[config.mk]
export PLATFORM = sky130hd
export DESIGN_NAME = led_matrix_gamma_pwm_scan
export DESIGN_NICKNAME = d
export VERILOG_FILES = /design/src/rtl/lmgps_pkg.sv /design/src/rtl/lmgps_scan.sv /design/src/rtl/lmgps_cells.sv /design/src/rtl/led_matrix_gamma_pwm_scan.sv
export SDC_FILE = /design/constraint.sdc
export NUM_CORES = 1
export LEC_CHECK = 0
export BUFFER_PORTS_ARGS = -buffer_cell sky130_fd_sc_hd__buf_4
export CAP_MARGIN = 20
export CORE_MARGIN = 10
export CORE_UTILIZATION = 50
export CTS_BUF_LIST = sky130_fd_sc_hd__clkbuf_8
export DETAILED_ROUTE_END_ITERATION = 12
export GPL_TIMING_DRIVEN = 0
export PLACE_DENSITY = 0.67
export SYNTH_ARGS = -nofsm -noshare
export SYNTH_HDL_FRONTEND = slang
export SYNTH_SLANG_ARGS = --single-unit
[constraint.sdc]
create_clock -name clk -period 3.9 [get_ports clk]
set_input_delay 0.195 -clock clk [delete_from_list [all_inputs] [get_ports clk]]
set_output_delay 0.195 -clock clk [all_outputs]
set_load 0.005 [all_outputs]
[src/rtl/lmgps_pkg.sv]
// Shared types, constants and helpers for the LED matrix gamma PWM scanner.
`timescale 1ns / 1ps

package lmgps_pkg;

    // Matrix geometry
    localparam int NUM_COLS  = 7;
    localparam int NUM_ROWS  = 5;
    localparam int COL_W     = 3;
    localparam int ROW_W     = 3;
    localparam int ROW_CODES = 1 << ROW_W;

    // Field and register widths
    localparam int ACT_W   = 2;
    localparam int LVL_W   = 3;
    localparam int STEP_W  = 8;
    localparam int FRAME_W = 4;
    localparam int RSEL_W  = 5;
    localparam int CDRV_W  = 7;
    localparam int GAMMA_W = 64;
    localparam int CFG_W   = 64;
    localparam int CFG_IDX_W = 2;

    // Register reset values
    localparam logic [GAMMA_W-1:0] GAMMA_RESET = 64'h1C10_0906_0402_0100;
    localparam logic [STEP_W-1:0]  STEPS_RESET = 8'd114;
    localparam logic [FRAME_W-1:0] FADE_RESET  = 4'd4;

    // Register indexes
    localparam logic [CFG_IDX_W-1:0] CFG_GAMMA = 2'd0;
    localparam logic [CFG_IDX_W-1:0] CFG_STEPS = 2'd1;
    localparam logic [CFG_IDX_W-1:0] CFG_FADE  = 2'd2;

    // Request actions
    localparam logic [ACT_W-1:0] ACT_TICK  = 2'd0;
    localparam logic [ACT_W-1:0] ACT_SET   = 2'd1;
    localparam logic [ACT_W-1:0] ACT_CLEAR = 2'd2;
    localparam logic [ACT_W-1:0] ACT_NOP   = 2'd3;   // unused code, changes nothing

    typedef struct packed {
        logic [ACT_W-1:0] action;
        logic [COL_W-1:0] cell_col;
        logic [ROW_W-1:0] cell_row;
        logic [LVL_W-1:0] level;
    } req_t;

    typedef struct packed {
        logic [RSEL_W-1:0] row_select;
        logic [CDRV_W-1:0] column_drive;
        logic              frame_end;
    } rsp_t;

    // Scan position plus what a tick at this position would trigger
    typedef struct packed {
        logic [ROW_W-1:0]  row;
        logic [STEP_W-1:0] step;
        logic              frame_end;
        logic              fade;
    } scan_ctl_t;

    function automatic logic [STEP_W-1:0] gamma_of(
        input logic [GAMMA_W-1:0] tbl,
        input logic [LVL_W-1:0]   lvl
    );
        return tbl[{lvl, 3'b000} +: STEP_W];
    endfunction

endpackage

[src/rtl/lmgps_scan.sv]
// Step, row and frame counters of the scan.
`timescale 1ns / 1ps

module lmgps_scan (
    input  logic                           clk,
    input  logic                           rst_n,
    input  logic                           tick,
    input  logic [lmgps_pkg::STEP_W-1:0]   steps_per_row,
    input  logic [lmgps_pkg::FRAME_W-1:0]  fade_divider,
    output lmgps_pkg::scan_ctl_t           ctl
);
    import lmgps_pkg::*;

    logic [STEP_W-1:0]  step_reg, step_next;
    logic [ROW_W-1:0]   row_reg, row_next;
    logic [FRAME_W-1:0] frame_reg, frame_next;

    logic [STEP_W-1:0]  spr_eff;
    logic [FRAME_W-1:0] fdiv_eff;
    logic [STEP_W-1:0]  step_inc;
    logic [ROW_W-1:0]   row_inc;
    logic [FRAME_W-1:0] frame_inc;
    logic               row_end;
    logic               last_row;
    logic               fade_hit;

    always_comb
    begin
        // zero in either register acts as one
        spr_eff   = (steps_per_row == '0) ? STEP_W'(1) : steps_per_row;
        fdiv_eff  = (fade_divider == '0) ? FRAME_W'(1) : fade_divider;
        step_inc  = step_reg + STEP_W'(1);
        row_inc   = row_reg + ROW_W'(1);
        frame_inc = frame_reg + FRAME_W'(1);
        row_end   = (step_inc >= spr_eff) || (step_inc == '0);
        last_row  = ({1'b0, row_inc} >= (ROW_W + 1)'(NUM_ROWS)) || (row_inc == '0);
        fade_hit  = (frame_inc >= fdiv_eff) || (frame_inc == '0);

        ctl.row       = row_reg;
        ctl.step      = step_reg;
        ctl.frame_end = row_end && last_row;
        ctl.fade      = row_end && last_row && fade_hit;

        step_next  = step_reg;
        row_next   = row_reg;
        frame_next = frame_reg;
        if (tick)
        begin
            step_next = row_end ? '0 : step_inc;
            if (row_end)
            begin
                row_next = last_row ? '0 : row_inc;
                if (last_row)
                begin
                    frame_next = fade_hit ? '0 : frame_inc;
                end
            end
        end
    end

    always_ff @(posedge clk or negedge rst_n)
    begin
        if (!rst_n)
        begin
            step_reg  <= '0;
            row_reg   <= '0;
            frame_reg <= '0;
        end
        else
        begin
            step_reg  <= step_next;
            row_reg   <= row_next;
            frame_reg <= frame_next;
        end
    end

endmodule

[src/rtl/lmgps_cells.sv]
// Per-cell shown/target levels, fading and gamma compare of the scan row.
`timescale 1ns / 1ps

module lmgps_cells (
    input  logic                             clk,
    input  logic                             rst_n,
    input  logic                             set_en,
    input  logic                             clear_en,
    input  logic                             fade_en,
    input  lmgps_pkg::req_t                  req,
    input  lmgps_pkg::scan_ctl_t             ctl,
    input  logic [lmgps_pkg::GAMMA_W-1:0]    gamma_table,
    output logic [lmgps_pkg::NUM_COLS-1:0]   columns
);
    import lmgps_pkg::*;

    logic [LVL_W-1:0] shown_reg  [NUM_ROWS][NUM_COLS];
    logic [LVL_W-1:0] shown_next [NUM_ROWS][NUM_COLS];
    logic [LVL_W-1:0] target_reg  [NUM_ROWS][NUM_COLS];
    logic [LVL_W-1:0] target_next [NUM_ROWS][NUM_COLS];

    always_comb
    begin
        for (int r = 0; r < NUM_ROWS; r++)
        begin
            for (int c = 0; c < NUM_COLS; c++)
            begin
                shown_next[r][c]  = shown_reg[r][c];
                target_next[r][c] = target_reg[r][c];
                if (clear_en)
                begin
                    shown_next[r][c]  = '0;
                    target_next[r][c] = '0;
                end
                else if (set_en && req.cell_row == ROW_W'(r) && req.cell_col == COL_W'(c))
                begin
                    // cells outside the matrix never match
                    target_next[r][c] = req.level;
                end
                else if (fade_en)
                begin
                    if (shown_reg[r][c] < target_reg[r][c])
                        shown_next[r][c] = shown_reg[r][c] + LVL_W'(1);
                    else if (shown_reg[r][c] > target_reg[r][c])
                        shown_next[r][c] = shown_reg[r][c] - LVL_W'(1);
                end
            end
        end
    end

    // Compare uses the levels before any fade of this tick
    always_comb
    begin
        for (int c = 0; c < NUM_COLS; c++)
        begin
            columns[c] = ctl.step < gamma_of(gamma_table, shown_reg[ctl.row][c]);
        end
    end

    always_ff @(posedge clk or negedge rst_n)
    begin
        if (!rst_n)
        begin
            for (int r = 0; r < NUM_ROWS; r++)
            begin
                for (int c = 0; c < NUM_COLS; c++)
                begin
                    shown_reg[r][c]  <= '0;
                    target_reg[r][c] <= '0;
                end
            end
        end
        else
        begin
            shown_reg  <= shown_next;
            target_reg <= target_next;
        end
    end

endmodule

[src/rtl/led_matrix_gamma_pwm_scan.sv]
// Top level of the row-multiplexed LED matrix driver with gamma PWM and fading.
`timescale 1ns / 1ps

// Usage
//   req channel (req_valid/req_stall/req): one request per accepted edge.
//     action TICK drives one PWM step of the current scan row, SET writes one
//     cell's target level, CLEAR zeroes every shown and target level.
//   rsp channel (rsp_valid/rsp_stall/rsp): exactly one response per request.
//     A tick returns the one-hot row select, the column bits of this step and
//     frame_end; other requests return all zero.
//   cfg port (cfg_we/cfg_index/cfg_data): gamma table, steps per row and
//     fade divider; write only while no request is in flight.
// Timing
//   Request register -> compare/update logic -> response register.
//   rsp_valid rises once the response register takes the request's result;
//   one request per cycle is sustained while rsp_stall is low. The path
//   between the registers is set by the gamma table mux and the 7 step compares
//   of the scanned row. While rsp_stall is high a valid response holds; the
//   request register takes one more request and then raises req_stall.
// Reset
//   rst_n clears all levels, the step/row/frame counters and both valid flags,
//   and loads the register defaults. No clearing pass is needed.

module led_matrix_gamma_pwm_scan (
    input  logic                                clk,
    input  logic                                rst_n,
    input  logic                                req_valid,
    output logic                                req_stall,
    input  lmgps_pkg::req_t                     req,
    output logic                                rsp_valid,
    input  logic                                rsp_stall,
    output lmgps_pkg::rsp_t                     rsp,
    input  logic                                cfg_we,
    input  logic [lmgps_pkg::CFG_IDX_W-1:0]     cfg_index,
    input  logic [lmgps_pkg::CFG_W-1:0]         cfg_data
);
    import lmgps_pkg::*;

    localparam logic [ROW_CODES-1:0] LAST_ROW_HOT = ROW_CODES'(1) << (NUM_ROWS - 1);

    // Configuration registers
    logic [GAMMA_W-1:0] gamma_reg;
    logic [STEP_W-1:0]  steps_reg;
    logic [FRAME_W-1:0] fade_reg;

    // Request and response registers
    logic  in_vld_reg, in_vld_next;
    req_t  in_reg;
    logic  rsp_vld_reg, rsp_vld_next;
    rsp_t  rsp_reg, rsp_next;

    logic  advance;
    logic  accept;
    logic  tick_en;
    logic  set_en;
    logic  clear_en;

    scan_ctl_t               ctl;
    logic [NUM_COLS-1:0]     columns;
    logic [ROW_CODES-1:0]    row_hot;

    always_ff @(posedge clk or negedge rst_n)
    begin
        if (!rst_n)
        begin
            gamma_reg <= GAMMA_RESET;
            steps_reg <= STEPS_RESET;
            fade_reg  <= FADE_RESET;
        end
        else if (cfg_we)
        begin
            case (cfg_index)
                CFG_GAMMA: gamma_reg <= cfg_data;
                CFG_STEPS: steps_reg <= cfg_data[STEP_W-1:0];
                CFG_FADE:  fade_reg  <= cfg_data[FRAME_W-1:0];
                default:   ;
            endcase
        end
    end

    // Handshake: the held request moves on when the response slot frees up
    always_comb
    begin
        advance   = in_vld_reg && (!rsp_vld_reg || !rsp_stall);
        req_stall = in_vld_reg && !advance;
        accept    = req_valid && !req_stall;
        tick_en   = advance && (in_reg.action == ACT_TICK);
        set_en    = advance && (in_reg.action == ACT_SET);
        clear_en  = advance && (in_reg.action == ACT_CLEAR);

        in_vld_next = accept ? 1'b1 : (advance ? 1'b0 : in_vld_reg);
        rsp_vld_next = advance ? 1'b1 : (rsp_stall ? rsp_vld_reg : 1'b0);
    end

    lmgps_scan u_scan (
        .clk           (clk),
        .rst_n         (rst_n),
        .tick          (tick_en),
        .steps_per_row (steps_reg),
        .fade_divider  (fade_reg),
        .ctl           (ctl)
    );

    lmgps_cells u_cells (
        .clk         (clk),
        .rst_n       (rst_n),
        .set_en      (set_en),
        .clear_en    (clear_en),
        .fade_en     (tick_en && ctl.fade),
        .req         (in_reg),
        .ctl         (ctl),
        .gamma_table (gamma_reg),
        .columns     (columns)
    );

    always_comb
    begin
        row_hot  = ROW_CODES'(1) << ctl.row;
        rsp_next = '0;
        if (in_reg.action == ACT_TICK)
        begin
            rsp_next.row_select   = RSEL_W'(row_hot);
            rsp_next.column_drive = CDRV_W'(columns);
            rsp_next.frame_end    = ctl.frame_end;
        end
    end

    always_ff @(posedge clk or negedge rst_n)
    begin
        if (!rst_n)
        begin
            in_vld_reg  <= 1'b0;
            rsp_vld_reg <= 1'b0;
        end
        else
        begin
            in_vld_reg  <= in_vld_next;
            rsp_vld_reg <= rsp_vld_next;
        end
    end

    always_ff @(posedge clk)
    begin
        if (accept)
            in_reg <= req;
        if (advance)
            rsp_reg <= rsp_next;
    end

    assign rsp_valid = rsp_vld_reg;
    assign rsp       = rsp_reg;

`ifndef ASSERT_OFF
    // Requests back up only behind a stalled, full response slot
    assert property (@(posedge clk) disable iff (!rst_n)
        req_stall |-> (rsp_vld_reg && rsp_stall && in_vld_reg))
        else $error("request stalled without downstream back-pressure");

    // Frame ends only on the last scan row
    assert property (@(posedge clk) disable iff (!rst_n)
        (rsp_vld_reg && rsp_reg.frame_end) |->
            (rsp_reg.row_select == RSEL_W'(LAST_ROW_HOT)))
        else $error("frame_end outside the last row");

    // Non-tick responses carry nothing
    assert property (@(posedge clk) disable iff (!rst_n)
        (rsp_vld_reg && rsp_reg.row_select == '0) |->
            (rsp_reg.column_drive == '0 && !rsp_reg.frame_end))
        else $error("non-tick response with drive bits");

    // Tick responses drive exactly one row
    assert property (@(posedge clk) disable iff (!rst_n)
        (rsp_vld_reg && rsp_reg.row_select != '0) |-> $onehot(rsp_reg.row_select))
        else $error("row select not one-hot");
`endif

endmodule
==> results of run 1 <==
==> layout make-up <==
class                           instances  area (um^2)  share of cell area [%]
Tap cell                              664          831                    2.89
Multi-Input combinational cell       1896        15100                    52.5
Clock buffer                           74         1020                    3.55
Inverter                              199          747                    2.60
Sequential cell                       327         8330                    29.0
Buffer                                150          808                    2.81
Clock inverter                         34          313                    1.09
Timing Repair Buffer                  179         1590                    5.53
==> worst reg2reg max path, cell delays in order, from the launching register on <==
cell and delay, ps:
dfrtp_2 400, buf_4 240, mux2i_1 380, o21ai_0 300
a21oi_4 400, clkbuf_4 370, mux2i_1 320, mux2i_1 120
ha_1 320, nand3_1 140, a211o_1 260, inv_1 70
nand2_1 60, a21oi_1 180, a211oi_1 80
==> cells in the final DEF, fill, tap and decap left out, types with 16 or more instances in the layout <==
cell type	instances
nor2_1	132
nand2_1	264
nand3_1	58
dfrtp_1	282
and2_1	47
clkbuf_8	74
o21ai_1	29
clkbuf_1	89
mux2_2	85
edfxtp_1	24
ha_1	172
nor3_1	26
inv_1	217
a21oi_1	111
dlygate4sd3_1	79
fa_1	35
o21a_1	19
dfstp_2	16
buf_4	116
nand3b_1	42
o211ai_1	31
buf_2	18
o21ai_0	103
xor2_1	34
mux2i_1	470
==> where the power goes <==
part	total, uW	internal, uW	switching, uW
sequential	3990	3670	326
combinational	3300	1380	1910
clock	3690	2110	1580
==> synthesized netlist by cell type, types with 26 or more instances <==
cell,count
a21oi_1,112
and2_1,47
buf_4,26
clkbuf_1,94
dfrtp_1,287
fa_1,35
ha_1,172
inv_1,197
mux2_2,85
mux2i_1,486
nand2_1,264
nand3_1,58
nand3b_1,42
nor2_1,133
nor3_1,27
o211ai_1,31
o21ai_0,104
o21ai_1,31
xor2_1,34
==> through the flow <==
stage | std cells | worst slack [ps]
floorplan | 2572 | 749
global placement | 3332 | -549
detailed placement | 3334 | -629
CTS | 3523 | 0.979
global route | 3523 | -17.4
finish | 3523 | 29.7
==> per-layer routing <==
| layer | up-vias | track usage (%) | part of all wire [%] |
|---|---|---|---|
| li1 | 9560 | - | - |
| met1 | 10500 | 37.3 | 45 |
| met2 | 733 | 42.6 | 45 |
| met3 | 135 | 4.40 | 7.1 |
| met4 | 0 | 8.64 | 2.6 |
| met5 | - | 0 | 0 |
==> final timing paths <==
check                                             startpoint                            endpoint  slack, ps  depth (start not counted)
max in group asynchronous                              rst_n      u_scan.step_reg[1]$_DFFE_PN0P_       2130                          4
min reg2reg                u_cells.shown_reg[84]$_DFFE_PN0P_   u_cells.shown_reg[84]$_DFFE_PN0P_        490                          1
max                            u_scan.row_reg[0]$_DFFE_PN0P_                rsp[1]$_SDFFCE_PP0P_         30                         14
min in group asynchronous                              rst_n  u_cells.target_reg[24]$_DFFE_PN0P_        100                          2
max reg2reg                    u_scan.row_reg[0]$_DFFE_PN0P_                rsp[1]$_SDFFCE_PP0P_         30                         14
min                                             cfg_index[0]             fade_reg[1]$_DFFE_PN0P_         50                          3
==> repair_timing <==
action                     CTS  global route
setup endpoints to repair  104           105
buffers inserted             2             0
hold endpoints to repair   178             0
resized for setup           51            25
gates cloned                 0             0
pin swaps                    2             2
hold buffers                79             0
==> logic make-up (layout without fill, tap and decap cells) <==
group                      after synthesis  count (layout)
xor gates and xnor gates                43              43
AOI/OAI and AO/OA                      432             432
buffers and inverters                  349             636
DFF                                    327             327
muxes                                  571             571
and+or+nand+nor                        643             643
adders and majority gates              207             207
==> out/metrics.yaml, run 1 <==
floorplan:
  fp.dieW_um: 242
  die-area_um2: 58600
  start_util_pct: 50.5
  core_um2: 48800
  ios: 97
  die_h_um: 242
  core.rowCount: 81
synth:
  ys_seq_area_share_pct: 33.8
  ys.flop_type: "dfrtp_1"
  async_reset_ff_share_pct: 92.7
  ys_ff_latch: 327
  yosys.area_share.simple_pct: 12.4
  synth-xor-area-share_pct: 1.53
  synthTopCellsByArea: "dfrtp_1 (29%), mux2i_1 (20%), ha_1 (8.7%), nand2_1 (4.0%), mux2_2 (3.9%)"
  syn-instance-count: 2572
  synth_top_family_by_area: "multiplexers"
  netlist.area_leader.share_pct: 29.1
  synth_compound_area_share_pct: 11.2
  ys_warn_count: 0
  avgSynthCellArea_um2: 9.58
  synthesis.area_um2: 24700
  synth-edff-count: 24
  synth_cell_types: 87
  synth.mux.area_fraction_pct: 23.6
  synth_nets: 2861
  synth_largest_area_cell: "dfrtp_1"
  synthAdderAreaFrac_pct: 11.6
routing:
  firstDrtPassIters: 6
  viasPerCell: 5.93
  drt.antenna.violating_nets: 0
  vias: 20900
  drc: 0
  dr.first_iter.drc_count: 1790
  drt_wl_total_mm: 81.2
  detail_route.wl_per_cell_um: 23.1
setup_path:
  crit_arrival_ps: 4290
  slowest_stage: "dfrtp_2"
  crit_family: "compound AO/OA/AOI/OAI gates"
  crit_buf_inv: 3
  critPathMaxFanout: 10
  cp_data_required_time_ps: 4310
  end_kind: "flip-flop"
  crit_chain: "buf_4 -> mux2i_1 -> o21ai_0 -> a21oi_4 -> clkbuf_4 -> mux2i_1 -> mux2i_1 -> ha_1 -> nand3_1 -> a211o_1 -> inv_1 -> nand2_1 -> a21oi_1 -> a211oi_1"
  critPathKind: "reg2reg"
  critPathMostFrequentCell: "mux2i_1"
  max_stage_delay_ps: 400
  start_kind: "flip-flop"
cells_and_area:
  layout.nets: 3101
  utilization_pct: 58.8
  layout-drive-gt1-share_pct: 14.6
  antenna_cells: 0
  area_delta_synth_final_pct: 16.5
  fill_cells: 4229
  final_area_um2: 28700
clock_network:
  ctsRootBufferMaster: "clkbuf_8"
  clk_pin_slew_worst_paths_ps: 70
  htree_levels: 2
  numCtsBuffers: 59
  cts.path.max_buffers: 3
  clkLatencyLatePin_ps: 690
  cts_sinks: 327
  cts_tree: "yes"
global_routing:
  grt_pass1_wl_mm: 124
  antenna_found_initial: 1
  grt_usage_pct: 27.0
  grt_max_degree: 112
  grt_pass1_vias: 21000
  overflow: 0
timing:
  maxSlewHeadroom_pct: 29.4
  whs_ps: 52.0
  worst_pin_slew_ps: 1060
  hold_viol_final: 0
  grt_setup_unrepaired: "true"
  final.period_utilization_pct: 99.2
  fmax_ghz: 0.258
  setup_tns_ps: 0
  finalClockSkew_ps: 46.1
  drv_slew: 0
  setup_viol_count_final: 0
  fin_crit_ps: 3870
power:
  ir_drop_mv: 0.247
  p_leak_uw: 0.0137
  finalPower_uw: 11000
  power.density_nw_per_um2: 382
min_path:
  hp-class: "in2reg"
placed_design:
  place_congestion: 0.948
  place_area_um2: 26300
  place.port_buffers: 96
  dp_hpwl_mm: 60.2
run_status:
  status: "completed"
job:
  max_cap_viol_count: 0
Note: power is estimated with default switching activity, not from simulation.
==> inputs of run 2 (changes only) <==
- ABC_AREA: unset -> 1
- PLACE_DENSITY: 0.67 -> 0.69
- clock period: 3.9 -> 3.15 ns (I/O delays scaled with it)
==> run 2 against run 1 <==
Flip-flop and latch count stayed put. Highest routed layer is now met5. Routed wire length is 9.3% higher. Via count is 15% higher. Largest cell class unchanged. Critical path depth is 3 higher. Critical path type unchanged. Sequential share of layout area hardly changed.
==> out/metrics.yaml, run 2 <==
run_status:
  status: "completed"
power:
  switching_share_pct: 47.4  # +13 points
  ir_drop_mv: 0.408  # +65%
  seqPwrFrac_pct: 21.8  # -15 points
  power.density_nw_per_um2: 834  # +120%
  p_int_uw: 12600  # +76%
  power.clock.fraction_pct: 20.3  # -13 points
  combPwrFrac_pct: 57.9  # +28 points
  p_leak_uw: 0.0138  # +1.1%
  p_switching_uw: 11300  # +200%
global_routing:
  grt_max_degree: 126  # +13%
  grt_pass1_vias: 23100  # +9.9%
  overflow: 0  # unchanged
  antenna_found_initial: 1  # unchanged
  grt_pass1_wl_mm: 133  # +7.3%
  grt_usage_pct: 30.4  # +3.4 points
timing:
  maxSlewHeadroom_pct: 23.7  # -5.8 points
  finalClockSkew_ps: 31.9  # -14.3 ps
  drv_slew: 0  # unchanged
  fin_crit_ps: 3140  # -728 ps
  grt_setup_unrepaired: "true"
  hold_viol_final: 0  # unchanged
  fmax_ghz: 0.318  # +23%
  whs_ps: 165  # +113 ps
  final.period_utilization_pct: 99.8  # +0.52 points
  worst_pin_slew_ps: 1140  # +77.7 ps
  setup_viol_count_final: 0  # unchanged
cells_and_area:
  utilization_pct: 60.5  # +1.7 points
  final_common_cell: "nand2_1"
  area_delta_synth_final_pct: 20.2
  layout.nets: 3690  # +19%
  final_cell_mix: "nand2_1 (879), inv_1 (386), dfrtp_1 (279), nand3_1 (262), o21ai_0 (245)"
  layout-drive-gt1-share_pct: 15.8  # +1.2 points
routing:
  vias: 24000  # +15%
  firstDrtPassIters: 8  # +2
  drt.antenna.violating_nets: 0  # unchanged
  drt_wl_total_mm: 88.8  # +9.3%
  detail_route.wl_per_cell_um: 21.8  # -5.3%
  drc: 0  # unchanged
  dr.first_iter.drc_count: 2658  # +48%
  viasPerCell: 5.89  # -0.58%
synth:
  synth_largest_area_cell: "dfrtp_1"
  ys_ff_latch: 327  # unchanged
  ys_seq_area_share_pct: 34.8  # +1.1 points
  synthesis.area_um2: 23900  # -3.1%
  ys.flop_type: "dfrtp_1"
  syn-instance-count: 3116  # +21%
  netlist.area_leader.share_pct: 30.1  # +0.93 points
  ys_warn_count: 0  # unchanged
  synthTopCellsByArea: "dfrtp_1 (30%), nand2_1 (14%), ha_1 (9.0%), inv_1 (6.1%), nand3_1 (5.7%)"
  async_reset_ff_share_pct: 92.7  # unchanged
  avgSynthCellArea_um2: 7.67  # -20%
  synth_common_cells: "nand2_1 (889), inv_1 (387), dfrtp_1 (287), nand3_1 (273), o21ai_0 (245)"
  synth_cell_types: 51  # -41%
  yosysMostFrequentCell: "nand2_1"
  synth-edff-count: 24  # unchanged
  synth_nets: 3405  # +19%
clock_network:
  ctsRootBufferMaster: "clkbuf_8"
  cts_sinks: 327  # unchanged
  cts.path.max_buffers: 3  # unchanged
  numCtsBuffers: 58  # -1.7%
  cts_tree: "yes"
  clk_pin_slew_worst_paths_ps: 70  # about the same
  htree_levels: 2  # unchanged
  clkLatencyLatePin_ps: 710  # +20 ps
placed_design:
  place.port_buffers: 96  # unchanged
  dp_hpwl_mm: 61.3  # +1.9%
  place_congestion: 1.03  # +8.4%
setup_path:
  end_kind: "flip-flop"
  cp_data_required_time_ps: 3660  # -650 ps
  start_kind: "flip-flop"
  crit_arrival_ps: 3650  # -640 ps
  critPathKind: "reg2reg"
  critPathMaxFanout: 10  # unchanged
floorplan:
  die_h_um: 239  # -1.4%
  die-area_um2: 56900  # -2.8%
  ios: 97  # unchanged
  core_um2: 47400  # -2.9%
  fp.dieW_um: 239  # -1.4%
  core.rowCount: 80  # -1.2%
  start_util_pct: 50.4  # -0.12 points
min_path:
  hp-class: "in2reg"
job:
  max_cap_viol_count: 0  # unchanged
## run 2: final timing paths
path	startpoint	slack, ps	to	cells after the start
min in group asynchronous	rst_n	490	gamma_reg[28]$_DFFE_PN0P_	3
min reg2reg	u_cells.target_reg[74]$_DFFE_PN0P_	480	u_cells.target_reg[74]$_DFFE_PN0P_	2
max in group asynchronous	rst_n	1160	u_scan.step_reg[1]$_DFFE_PN0P_	5
max	u_scan.row_reg[1]$_DFFE_PN0P_	8	rsp[5]$_SDFFCE_PP0P_	17
max reg2reg	u_scan.row_reg[1]$_DFFE_PN0P_	8	rsp[5]$_SDFFCE_PP0P_	17
min	req[4]	160	in_reg[4]$_DFFE_PP_	2
## run 2: cells by family (layout without fill, tap and decap cells)
group	Yosys count	in the layout	synth area share [%]
compound gates	575	575	14.2
xor+xnor	75	75	2.75
fa+ha+maj	207	207	11.9
buf+inv	583	918	10.3
flops	327	327	34.8
mux	48	48	2.26
other cells	0	1	0
simple gates	1301	1301	23.8
## run 2: layer usage
layer | track usage [%] | vias up | part of all wire, %
li1 | - | 10900 | -
met5 | 0 | - | 0.015
met2 | 47.9 | 1219 | 45
met1 | 38.2 | 11500 | 39
met3 | 6.88 | 324 | 10
met4 | 16.6 | 2 | 5.9
## run 2: stage by stage
stage	TNS (ps)	instance area [um^2]	cells	setup slack, ps	power [uW]
finish	0	28700	4067	7.79	23900
global route	-247	28700	4066	-103	25400
CTS	0	27900	4036	3.84	22500
detailed placement	-44340	25500	3832	-526	17200
global placement	-267610	25400	3827	-866	16900
floorplan	0	23900	3116	496	13600
## run 2: repair_timing
| item | 4_1_cts | 5_1_grt |
|---|---|---|
| resized for setup | 50 | 152 |
| endpoints found under the hold margin | 267 | 0 |
| buffers inserted | 5 | 28 |
| pin swaps | 3 | 41 |
| cloned | 0 | 2 |
| hold buffers | 89 | 0 |
| setup endpoints to repair | 202 | 127 |
## run 2: worst max-delay path, cell delays in order (launching register included)
cell	delay, ps
dfrtp_1	410
buf_6	160
nor2_4	150
inv_4	90
nor2_4	130
buf_12	140
buf_12	140
nand2_2	100
nand2_4	100
buf_8	130
buf_6	140
nand2_1	70
a31oi_2	220
a32oi_2	90
ha_1	340
a21oi_2	130
o211ai_1	150
a21oi_4	250
## run 2: final cells by class
class / count / area (um^2)
Buffer: 174 / 1110
Sequential cell: 327 / 8340
Timing Repair Buffer: 226 / 2040
Clock inverter: 38 / 430
Clock buffer: 72 / 991
Antenna cell: 1 / 2.50
Tap cell: 615 / 769
Inverter: 408 / 1550
Multi-Input combinational cell: 2206 / 13500
Fill cell: 4136 / 18700
## run 2: power by group through the flow
stage          Clock [uW]  Combinational (uW)  Sequential [uW]
2_1_floorplan           0                8470             5100
6_report             4860               13900             5220
3_5_place_dp            0               11900             5350
5_1_grt              5110               15000             5250
3_3_place_gp            0               11600             5340
4_1_cts              4930               12300             5270
